==> config.mk <==
export PLATFORM = sky130hd
export DESIGN_NAME = indexed_list_store
export DESIGN_NICKNAME = d
export VERILOG_FILES = /design/src/rtl/core/ils_pkg.sv /design/src/rtl/core/indexed_list_store.sv /design/src/rtl/core/ils_cell.sv
export VERILOG_INCLUDE_DIRS = /design/src /design/src/rtl/core
export SDC_FILE = /design/constraint.sdc
export NUM_CORES = 2
export LEC_CHECK = 0
export BUFFER_PORTS_ARGS = -buffer_cell sky130_fd_sc_hd__buf_2
export CAP_MARGIN = 40
export CORE_ASPECT_RATIO = 2
export CORE_MARGIN = 3
export CORE_UTILIZATION = 25
export CTS_CLUSTER_DIAMETER = 60
export DETAILED_ROUTE_END_ITERATION = 10
export SLEW_MARGIN = 20
export SYNTH_ARGS = -nofsm -noshare
export SYNTH_HDL_FRONTEND = slang
export SYNTH_SLANG_ARGS = --single-unit
==> constraint.sdc <==
create_clock -name clk -period 19.2 [get_ports clk]
set_input_delay 1.92 -clock clk [delete_from_list [all_inputs] [get_ports clk]]
set_output_delay 1.92 -clock clk [all_outputs]
set_load 0.03 [all_outputs]
==> src/rtl/core/indexed_list_store_defines.svh <==
// Assertion macros shared by the indexed list store RTL.
// Needs clk and rst_n in the scope where a macro is used.
`ifndef INDEXED_LIST_STORE_DEFINES_SVH
`define INDEXED_LIST_STORE_DEFINES_SVH

// Same-cycle implication, checked outside reset
`define ILS_ASSERT_IMPL(name, ante, cons) \
    name: assert property (@(posedge clk) disable iff (!rst_n) (ante) |-> (cons)) \
        else $error("indexed_list_store: same-cycle check failed");

// Next-cycle implication, checked outside reset
`define ILS_ASSERT_NEXT(name, ante, cons) \
    name: assert property (@(posedge clk) disable iff (!rst_n) (ante) |=> (cons)) \
        else $error("indexed_list_store: next-cycle check failed");

`endif

==> src/rtl/core/ils_pkg.sv <==
// Types and constants of the indexed list store.
// No dependencies; used by ils_cell and indexed_list_store.
`default_nettype none

package ils_pkg;

    localparam int DATA_W = 32;
    localparam int POS_W  = 6;
    localparam int LEN_W  = 7;

    typedef enum logic [2:0] {
        OP_PUSH_FRONT = 3'd0,
        OP_PUSH_BACK  = 3'd1,
        OP_POP_FRONT  = 3'd2,
        OP_POP_BACK   = 3'd3,
        OP_DELETE_AT  = 3'd4,
        OP_INSERT_AT  = 3'd5,
        OP_DUMP       = 3'd6,
        OP_NOP        = 3'd7
    } opcode_t;

    typedef enum logic [1:0] {
        ST_OK    = 2'd0,
        ST_FULL  = 2'd1,
        ST_EMPTY = 2'd2,
        ST_RANGE = 2'd3
    } status_t;

    typedef struct packed {
        opcode_t                   opcode;
        logic signed [DATA_W-1:0]  value;
        logic        [POS_W-1:0]   position;
    } req_t;

    typedef struct packed {
        status_t                   status;
        logic signed [DATA_W-1:0]  element;
        logic        [LEN_W-1:0]   length;
        logic                      last;
    } rsp_t;

    // Command broadcast to every cell of the chain
    typedef enum logic [1:0] {
        CMD_HOLD   = 2'd0,
        CMD_INSERT = 2'd1,
        CMD_REMOVE = 2'd2,
        CMD_ROTATE = 2'd3
    } cmd_kind_t;

    typedef struct packed {
        cmd_kind_t              kind;
        logic [LEN_W-1:0]       pos;
        logic [LEN_W-1:0]       fill;
    } cell_cmd_t;

endpackage

`default_nettype wire

==> src/rtl/core/indexed_list_store.sv <==
// Indexed list store: bounded ordered list of signed 32-bit elements.
// Built on ils_pkg, ils_cell and indexed_list_store_defines.svh.
//
// Usage:
//   req channel (req_valid/req_ready/req) carries one operation: push or
//   pop at either end, insert or delete at a 0-based position, or dump.
//   rsp channel (rsp_valid/rsp_ready/rsp) returns one response per
//   operation, or one per stored element for a dump, last set on the final.
//   The list is a chain of CAPACITY cells; insert and delete shift the cells
//   from the position on; a dump rotates the chain one step per element.
// Sequencing:
//   A request is registered in S_IDLE and executed in S_EXEC once the
//   response slot is free, which loads the response register. A dump
//   then moves to S_DUMP and emits its elements one per cycle while the
//   response slot is free; no new request is taken before the previous
//   one has executed, and a dump holds the block until its last element.
//   req_ready is high only while no request is in progress.
// Reset:
//   rst_n clears the fill count and all handshake state; the list is empty.
// Stalls:
//   The response register holds until rsp_ready; execution and each dump
//   step wait for the response slot, and a new request can still be taken
//   while the last response of the previous one waits.
`default_nettype none
`include "indexed_list_store_defines.svh"

module indexed_list_store
    import ils_pkg::*;
#(
    parameter int CAPACITY = 32
) (
    input  wire logic  clk,
    input  wire logic  rst_n,
    input  wire logic  req_valid,
    output logic       req_ready,
    input  wire req_t  req,
    output logic       rsp_valid,
    input  wire logic  rsp_ready,
    output rsp_t       rsp
);

    localparam int               FILL_W  = $clog2(CAPACITY + 1);
    localparam logic [LEN_W-1:0] CAP_LEN = LEN_W'(CAPACITY);

    typedef enum logic [1:0] {
        S_IDLE,
        S_EXEC,
        S_DUMP
    } state_t;

    state_t            state_reg, state_next;
    req_t              req_reg, req_next;
    logic [FILL_W-1:0] fill_reg, fill_next;
    logic [FILL_W-1:0] cnt_reg, cnt_next;
    logic              rsp_valid_reg, rsp_valid_next;
    rsp_t              rsp_reg, rsp_next;

    cell_cmd_t                cmd;
    logic signed [DATA_W-1:0] cell_data [CAPACITY];
    logic signed [DATA_W-1:0] head;

    logic             slot_free;
    logic [LEN_W-1:0] fill_len;
    logic [LEN_W-1:0] pos_len;
    logic             is_full;
    logic             is_empty;
    logic             cnt_last;

    assign head      = cell_data[0];
    assign slot_free = !rsp_valid_reg || rsp_ready;
    assign fill_len  = LEN_W'(fill_reg);
    assign pos_len   = LEN_W'(req_reg.position);
    assign is_full   = fill_len >= CAP_LEN;
    assign is_empty  = fill_reg == '0;
    assign cnt_last  = (cnt_reg + FILL_W'(1)) == fill_reg;

    // Control: take a request, decode the held request and step the dump
    always_comb
    begin
        state_next     = state_reg;
        req_next       = req_reg;
        fill_next      = fill_reg;
        cnt_next       = cnt_reg;
        rsp_valid_next = rsp_valid_reg && !rsp_ready;
        rsp_next       = rsp_reg;
        cmd.kind       = CMD_HOLD;
        cmd.pos        = '0;
        cmd.fill       = fill_len;

        case (state_reg)
            S_IDLE:
            begin
                if (req_valid)
                begin
                    req_next   = req;
                    state_next = S_EXEC;
                end
            end
            S_EXEC:
            begin
                if (slot_free)
                begin
                    rsp_valid_next  = 1'b1;
                    rsp_next.status = ST_OK;
                    rsp_next.element = '0;
                    rsp_next.last   = 1'b1;
                    state_next      = S_IDLE;
                    case (req_reg.opcode)
                        OP_PUSH_FRONT, OP_PUSH_BACK, OP_INSERT_AT:
                        begin
                            if (is_full)
                                rsp_next.status = ST_FULL;
                            else if (req_reg.opcode == OP_INSERT_AT && pos_len > fill_len)
                                rsp_next.status = ST_RANGE;
                            else
                            begin
                                cmd.kind  = CMD_INSERT;
                                cmd.pos   = (req_reg.opcode == OP_PUSH_FRONT) ? '0 :
                                            (req_reg.opcode == OP_PUSH_BACK) ? fill_len :
                                            pos_len;
                                fill_next = fill_reg + FILL_W'(1);
                            end
                        end
                        OP_POP_FRONT, OP_POP_BACK, OP_DELETE_AT:
                        begin
                            if (is_empty)
                                rsp_next.status = ST_EMPTY;
                            else if (req_reg.opcode == OP_DELETE_AT && pos_len >= fill_len)
                                rsp_next.status = ST_RANGE;
                            else
                            begin
                                cmd.kind  = CMD_REMOVE;
                                cmd.pos   = (req_reg.opcode == OP_POP_FRONT) ? '0 :
                                            (req_reg.opcode == OP_POP_BACK) ?
                                            fill_len - LEN_W'(1) : pos_len;
                                fill_next = fill_reg - FILL_W'(1);
                            end
                        end
                        OP_DUMP:
                        begin
                            if (is_empty)
                                rsp_next.status = ST_EMPTY;
                            else
                            begin
                                rsp_valid_next = rsp_valid_reg && !rsp_ready;
                                cnt_next       = '0;
                                state_next     = S_DUMP;
                            end
                        end
                        default:
                        begin
                            rsp_next.status = ST_OK;
                        end
                    endcase
                    rsp_next.length = LEN_W'(fill_next);
                end
            end
            S_DUMP:
            begin
                // Emit the head, rotate the chain so the next element leads
                if (slot_free)
                begin
                    cmd.kind         = CMD_ROTATE;
                    rsp_valid_next   = 1'b1;
                    rsp_next.status  = ST_OK;
                    rsp_next.element = head;
                    rsp_next.length  = fill_len;
                    rsp_next.last    = cnt_last;
                    cnt_next         = cnt_reg + FILL_W'(1);
                    if (cnt_last)
                        state_next = S_IDLE;
                end
            end
            default:
            begin
                state_next = S_IDLE;
            end
        endcase
    end

    // State and registered outputs
    always_ff @(posedge clk or negedge rst_n)
    begin
        if (!rst_n)
        begin
            state_reg     <= S_IDLE;
            req_reg       <= '0;
            fill_reg      <= '0;
            cnt_reg       <= '0;
            rsp_valid_reg <= 1'b0;
            rsp_reg       <= '0;
        end
        else
        begin
            state_reg     <= state_next;
            req_reg       <= req_next;
            fill_reg      <= fill_next;
            cnt_reg       <= cnt_next;
            rsp_valid_reg <= rsp_valid_next;
            rsp_reg       <= rsp_next;
        end
    end

    // Chain of element cells
    for (genvar i = 0; i < CAPACITY; i++)
    begin : g_cell
        ils_cell #(
            .INDEX (i)
        ) u_cell (
            .clk       (clk),
            .cmd       (cmd),
            .new_data  (req_reg.value),
            .prev_data ((i == 0) ? req_reg.value : cell_data[(i == 0) ? 0 : i - 1]),
            .next_data ((i == CAPACITY - 1) ? head :
                        cell_data[(i == CAPACITY - 1) ? i : i + 1]),
            .head_data (head),
            .data      (cell_data[i])
        );
    end

    assign req_ready = state_reg == S_IDLE;
    assign rsp_valid = rsp_valid_reg;
    assign rsp       = rsp_reg;

    // Checks
    `ILS_ASSERT_IMPL(a_fill_bound, 1'b1, fill_len <= CAP_LEN)
    `ILS_ASSERT_NEXT(a_busy_after_req, req_valid && req_ready, !req_ready)
    `ILS_ASSERT_IMPL(a_partial_only_dump, rsp_valid && !rsp.last, rsp.status == ST_OK && rsp.length != '0)
    `ILS_ASSERT_IMPL(a_dump_count, state_reg == S_DUMP, cnt_reg < fill_reg)

endmodule

`default_nettype wire

==> src/rtl/core/ils_cell.sv <==
// One storage cell of the list chain: holds one element and picks its
// next value from itself, a neighbor, the new value or the head. Uses ils_pkg.
`default_nettype none

module ils_cell
    import ils_pkg::*;
#(
    parameter int INDEX = 0
) (
    input  wire logic                      clk,
    input  wire cell_cmd_t                 cmd,
    input  wire logic signed [DATA_W-1:0]  new_data,
    input  wire logic signed [DATA_W-1:0]  prev_data,
    input  wire logic signed [DATA_W-1:0]  next_data,
    input  wire logic signed [DATA_W-1:0]  head_data,
    output logic signed [DATA_W-1:0]       data
);

    localparam logic [LEN_W-1:0] IDX    = LEN_W'(INDEX);
    localparam logic [LEN_W-1:0] IDX_P1 = LEN_W'(INDEX + 1);

    logic signed [DATA_W-1:0] data_reg;
    logic signed [DATA_W-1:0] data_next;

    // Select source by own position against the command's position and fill
    always_comb
    begin
        data_next = data_reg;
        case (cmd.kind)
            CMD_INSERT:
            begin
                if (IDX == cmd.pos)
                    data_next = new_data;
                else if (IDX > cmd.pos && IDX <= cmd.fill)
                    data_next = prev_data;
            end
            CMD_REMOVE:
            begin
                if (IDX >= cmd.pos && IDX_P1 < cmd.fill)
                    data_next = next_data;
            end
            CMD_ROTATE:
            begin
                if (IDX_P1 < cmd.fill)
                    data_next = next_data;
                else if (IDX_P1 == cmd.fill)
                    data_next = head_data;
            end
            default:
            begin
                data_next = data_reg;
            end
        endcase
    end

    // Element storage, undefined until written
    always_ff @(posedge clk)
    begin
        data_reg <= data_next;
    end

    assign data = data_reg;

endmodule

`default_nettype wire

* Yosys cells after proc, flatten, opt, wreduce, memory -nomap -nowiden *
Index checks and enable logic that the tools add are counted.

word-level totals
  register bits after elaboration = 1122
  bits of input ports = 45
  logic and storage cells = 704

operators by class
  add/sub/neg operators = 4
  order comparisons = 131
  equal/unequal tests = 176
  multiplexer cells = 235
  reduce and logical (&&, ||, !) cells = 115

operator list
  kind                                                                                number
  32-bit 2-to-1 mux                                                                   159
  32-bit case mux with 3 select lines                                                 32
  3-bit by 1-bit != test with 1-bit output, second input constant                     63
  4-bit AND reduction                                                                 33
  5-bit by 7-bit equality test with 1-bit output, first input constant                16
  5-bit by 7-bit greater-or-equal comparator with 1-bit output, first input constant  16
  5-bit by 7-bit > comparator with 1-bit output, first input constant                 16
  5-bit by 6-bit equality test with 1-bit output, first input constant                16
  5-bit by 6-bit less-or-equal comparator with 1-bit output, first input constant     16
  5-bit by 6-bit less-than comparator with 1-bit output, first input constant         16
  42-bit 2-to-1 mux                                                                   2
  42-bit case mux with 2 select lines                                                 1
  2-bit by 1-bit != test with 1-bit output, second input constant                     34
  1-bit logical AND                                                                   67
  6-bit 2-to-1 mux                                                                    10
  4-bit by 7-bit equality test with 1-bit output, first input constant                8
  4-bit by 7-bit greater-or-equal comparator with 1-bit output, first input constant  8
  4-bit by 7-bit > comparator with 1-bit output, first input constant                 8
  4-bit by 6-bit equality test with 1-bit output, first input constant                8
  4-bit by 6-bit less-or-equal comparator with 1-bit output, first input constant     8
  4-bit by 6-bit less-than comparator with 1-bit output, first input constant         8
  3-bit by 7-bit equality test with 1-bit output, first input constant                4
  3-bit by 7-bit greater-or-equal comparator with 1-bit output, first input constant  4
  3-bit by 7-bit > comparator with 1-bit output, first input constant                 4
  other kinds (51)                                                                    104

* Depth between registers and ports, before layout *
  word-level depth = 13
  gate-level depth with buffers = 17
  mapped depth without buffers = 11

* Cells and area by module *
A second synthesis with hierarchy kept.

second synthesis, totals
  cell total of the unflattened synthesis = 6033
  area, all modules = 74490.2 um^2

modules (own cells, without submodules)
  module                            times used  cells an instance  area each (um^2)  seq. area each (um^2)
  indexed_list_store                1           517                5054.8            2427.3
  ils_cell (g_cell[26].u_cell ...)  2           156                2132.0            960.9
  ils_cell (g_cell[4].u_cell)       1           280                2765.2            960.9
  ils_cell (g_cell[5].u_cell)       1           315                2702.6            960.9
  ils_cell (g_cell[30].u_cell)      1           231                2472.4            960.9
  ils_cell (g_cell[0].u_cell)       1           239                2240.9            960.9
  ils_cell (g_cell[7].u_cell)       1           241                2187.1            960.9
  ils_cell (g_cell[21].u_cell)      1           155                2174.6            960.9
  ils_cell (g_cell[22].u_cell)      1           158                2148.3            960.9
  ils_cell (g_cell[29].u_cell)      1           156                2147.1            960.9
  ils_cell (g_cell[10].u_cell)      1           153                2137.0            960.9
  ils_cell (g_cell[12].u_cell)      1           155                2137.0            960.9
  ils_cell (g_cell[20].u_cell)      1           158                2137.0            960.9
  ils_cell (g_cell[13].u_cell)      1           153                2135.8            960.9
  18 more rows                      -           -                  -                 -

* Least setup slack after synthesis *
OpenSTA, ideal clock, no wires.

  path type = input to register
  start point = in rsp_ready
  end point = reg g_cell[1].u_cell.data_reg[0] (enable)
  setup time = 594 ps
  arrival time = 8471 ps
  required time = 18606 ps
  path slack = 10135 ps
  stages = 8
  buffers on the path = 2
  cell sequence = nor2b_1 > nor2_1 > nand4_1 > o221ai_2 > clkbuf_1 > buf_2 > a21oi_1 > a2111oi_0

on the way
  longest elaborated chain between the ends = 7
  elaborated cells between the ends (all ways) = 18

RTL lines
  item                                                                                                                                  RTL line                        RTL
  start, declared                                                                                                                       indexed_list_store.sv:38        input wire logic rsp_ready,
  1-bit logical OR (*)                                                                                                                  indexed_list_store.sv:70        assign slot_free = !rsp_valid_reg || rsp_ready;
  9-bit 2-to-1 mux                                                                                                                      indexed_list_store.sv:101       if (slot_free)
  7-bit 2-to-1 mux                                                                                                                      indexed_list_store.sv:90        case (state_reg)
  1-bit by 7-bit > comparator with 1-bit output / 1-bit by 7-bit greater-or-equal comparator with 1-bit output (equally long branches)  ils_cell.sv:34, ils_cell.sv:39
  1-bit logical AND, on equally long branches                                                                                           ils_cell.sv:34, ils_cell.sv:39
  3-bit by 1-bit != test with 1-bit output (no source line) / 2-bit by 1-bit != test with 1-bit output (equally long branches)          -
  4-bit AND reduction (no source line) (*)                                                                                              -
  end signal, assigned                                                                                                                  ils_cell.sv:59                  data_reg <= data_next;
  end, declared                                                                                                                         ils_cell.sv:22                  logic signed [DATA_W-1:0] data_reg;

Mark *: on every way between the ends. The rest lies on a longest branch, timed or not.
A chain may end at the register's enable or synchronous reset.

* Final worst setup path *
  start point = reg fill_reg[5]
  end point = reg g_cell[4].u_cell.data_reg[6] (data pin)

on the way
  longest elaborated chain between the ends = 11
  elaborated cells between the ends (all ways) = 27

RTL lines
  item                                            RTL line                   RTL
  start, declared                                 indexed_list_store.sv:53   logic [FILL_W-1:0] fill_reg, fill_next;
  start signal, assigned                          indexed_list_store.sv:197  fill_reg <= fill_next;
  6-bit by 1-bit subtractor with 7-bit output     indexed_list_store.sv:135  fill_len - LEN_W'(1) : pos_len;
  7-bit 2-to-1 mux                                indexed_list_store.sv:134  (req_reg.opcode == OP_POP_BACK) ?
  7-bit 2-to-1 mux                                indexed_list_store.sv:133  cmd.pos = (req_reg.opcode == OP_POP_FRONT) ? '0 :
  9-bit 2-to-1 mux                                indexed_list_store.sv:128  else if (req_reg.opcode == OP_DELETE_AT && pos_len >= fill_len)
  9-bit 2-to-1 mux                                indexed_list_store.sv:126  if (is_empty)
  9-bit case mux with 2 select lines              indexed_list_store.sv:108  case (req_reg.opcode)
  9-bit 2-to-1 mux                                indexed_list_store.sv:101
  7-bit 2-to-1 mux                                indexed_list_store.sv:90
  3-bit by 7-bit equality test with 1-bit output  ils_cell.sv:32             if (IDX == cmd.pos)
  32-bit 2-to-1 mux                               ils_cell.sv:32
  32-bit case mux with 3 select lines (*)         ils_cell.sv:29             case (cmd.kind)
  named net g_cell[4].u_cell.data_next[6]         ils_cell.sv:23             logic signed [DATA_W-1:0] data_next;
  end signal, assigned                            ils_cell.sv:59
  end, declared                                   ils_cell.sv:22

The timed path passes the listed nets; every way through them passes the cells marked *.

==> qor.yml <==
outcome: "completed"
finalSetupTns_ns: 0
critPathArrivalTime_ns: 7.26
cts_inserted_buffers: 94
die_w_microns: 359
drive_above_1_share_pct: 12.0
routedWlPerCell_microns: 30.3
synth_edf_count: 1024
hold_buffers: 0
core_area_sq_um: 248000
initial_utilization_pct: 25.2
crit_path_max_incr_delay_ns: 0.81
whs_endpoint: "rsp[38]$_DFFE_PN0P_"
fin_crit_ns: 6.79
sequentialPowerShare_pct: 38.3
hold_viol: 0
async_flop_share_pct: 8.65
start_kind: "register"
path_cells: "buf_4 -> inv_1 -> ha_1 -> a21oi_1 -> o21ai_0 -> a21o_1 -> o221ai_4 -> buf_4 -> buf_4 -> buf_4 -> buf_12 -> buf_4 -> buf_16 -> buf_4 -> buf_16 -> o21ai_0"
yosys_warnings: 0
ys_top_cells_by_area: "edfxtp_1 49%, mux2i_1 11%, a22oi_1 10%"
finalCritPeriodShare_pct: 35.4
ios: 89
grt_setup_unrepaired: "false"
dieHeight_microns: 712
totalPowerFinal_mw: 12.1
clk_latency_ns: 0.75
area_growth_pct: 12.2
power_frac_clock_pct: 17.4
synth_nets: 5726
synth.avg_cell_area_sq_um: 11.0
r2r-end: "g_cell[4].u_cell.data[6]$_DFFE_PP_"
slew_violations: 0
dr_total_vias: 52200
drt_iter0_drc: 7164
power_density_nw_per_um2: 172
grt_pass1_vias: 52426
rows: 258
p_comb_share_pct: 44.3
path_common_cell: "buf_4"
required_ns: 19.67
reg2reg_from: "fill_reg[5]$_DFFE_PN0P_"
switching_share_pct: 45.3
finalSetupViolCount: 0
yosysMostFrequentCell: "edfxtp_1"
yosysUniqueCellTypes: 87
r2r_slack_ns: 12.41
fmax_ghz: 0.147
hold_path_class: "reg2reg"
end_kind: "register"
netlist_instances: 5667
fp.dieArea_sq_um: 256000
irDropWorstVdd_mv: 0.118
cts_setup_buffers: 0
switching_power_mw: 5.47
worstMarginPinSlew_ns: 0.981
yosysSeqAreaShare_pct: 53.2
synth_top_area_share_pct: 49.3
drc: 0
reg2reg_depth: 16
cts_root_buffer: "clkbuf_16"
cap_violations: 0
yosys_most_used_dff: "edfxtp_1"
startpoint: "fill_reg[5]$_DFFE_PN0P_"
grt_pass1_wl_microns: 379000
place.gp.congestion: 0.950
post_cts_resized: 0
grt_use_total_pct: 19.7
dp_hpwl_microns: 174000
viasPerCell: 5.97
cts.reportedPaths.clkPinSlew_ns: 0.08
wirelength_microns: 265000
critPathTopFamily: "buffers and inverters"
overflow: 0
largest_reg_flops: 1024
synth_common_cells: "1,024 x edfxtp_1, 867 x a22oi_1, 678 x mux2i_1"
holdPathStages: 2
postRouteAntennaNets: 0
drt-pass1-iter-count: 9
internal-power_mw: 6.59
ys_ff_latch: 1121
crit_fanout: 76
clock_skew_ns: 0.0817
htreeDepth: 3
antenna_found_initial: 8
critPathSlowestCell: "buf_4"
synth_area_leader_cell: "edfxtp_1"
port_buffers: 87
clockBufferDepth: 3
crit_type: "reg2reg"
hold_start: "rsp[38]$_DFFE_PN0P_"
crit_buf_inv: 10
cts_tree: "done"
synth_area_sq_um: 62400
fillCellCount: 25439
cts_sinks: 1121
grt_start_max_net_pins: 95
max_slew_margin_pct: 34.6
final_nets: 5463
p_leak_nw: 22.5
worst max path at each step:
stage,cells past startpoint,to,slack (ns)
2_1_floorplan,8,g_cell[1].u_cell.data[0]$_DFFE_PP_,10.13
3_3_place_gp,12,g_cell[31].u_cell.data[8]$_DFFE_PP_,11.64
3_5_place_dp,13,g_cell[4].u_cell.data[6]$_DFFE_PP_,12.03
4_1_cts,15,g_cell[4].u_cell.data[6]$_DFFE_PP_,12.48
5_1_grt,16,g_cell[4].u_cell.data[14]$_DFFE_PP_,12.29
6_report,16,g_cell[4].u_cell.data[6]$_DFFE_PP_,12.41
cells by family (layout without fill, tap and decap cells):
logic type      after synthesis  in the layout  synth area share [%]
other cells                   1              3               0.00601
compound gates             2165           2165                  23.1
mux                         721            721                  11.7
xor+xnor                     15             15                 0.211
buf+inv                     715            534                  4.86
flops                      1121           1121                  53.2
simple gates                915            915                  6.70
fa+ha+maj                    14             14                 0.281
final cells by class:
cell class / instances / area [sq um] / area share [%]
diodes: 2 / 5.00 / 0.00715
repair buffers: 338 / 2630 / 3.75
flip-flops and latches: 1121 / 33200 / 47.4
clock buffers: 129 / 2610 / 3.73
inverters: 18 / 67.6 / 0.0966
well taps: 3250 / 4070 / 5.81
clock inverters: 49 / 578 / 0.826
multi-input cells: 3831 / 26800 / 38.4
worst reg2reg max path: stages (launching register included):
cell	delay, ns
dfrtp_1	0.33
buf_4	0.34
inv_1	0.37
ha_1	0.44
a21oi_1	0.19
o21ai_0	0.19
a21o_1	0.38
o221ai_4	0.29
buf_4	0.64
buf_4	0.95
buf_4	0.50
buf_12	0.30
buf_4	0.35
buf_16	0.31
buf_4	0.43
buf_16	0.33
o21ai_0	0.20
metal layers:
layer | track usage (%) | up-vias | wire length [microns]
met5 | 0 | - | 69
met4 | 13.5 | 8 | 20400
met3 | 3.10 | 976 | 22400
met2 | 34.8 | 3651 | 132000
met1 | 21.6 | 25880 | 89700
li1 | - | 21685 | -
power by group through the flow:
| stage | sequential (mW) | clock, mW | combinational (mW) |
|---|---|---|---|
| 6_report | 4.62 | 2.09 | 5.35 |
| 3_5_place_dp | 4.64 | 0 | 5.17 |
| 5_1_grt | 4.69 | 2.19 | 5.59 |
| 3_3_place_gp | 4.66 | 0 | 4.95 |
| 4_1_cts | 4.60 | 2.12 | 5.18 |
| 2_1_floorplan | 4.48 | 0 | 3.02 |
placed cells by master, fill, tap and decap left out, drive strengths merged, types with 77 or more instances in the layout:
cell | netlist | routed
mux2i | 678 | 678
o211ai | 198 | 198
nor2 | 77 | 77
dfrtp | 97 | 97
a22oi | 868 | 868
o21ai | 827 | 827
buf | 170 | 337
nand2 | 485 | 485
edfxtp | 1024 | 1024
clkbuf | 527 | 130
nand3 | 244 | 244
metrics by stage:
stage / setup WS, ns / hold slack, ns / util (%) / instance area (sq um) / std cells
after global routing: 12.29 / 0.495 / 28.3 / 70000 / 8737
after CTS: 12.48 / 0.482 / 28.2 / 69800 / 8728
after global placement: 11.64 / 0.462 / 26.7 / 66200 / 8521
after detailed placement: 12.03 / 0.466 / 26.9 / 66600 / 8550
final: 12.41 / 0.472 / 28.3 / 70000 / 8738
after floorplan: 10.13 / 0.470 / - / 62400 / 5667
(Power assumes the default switching activity.)
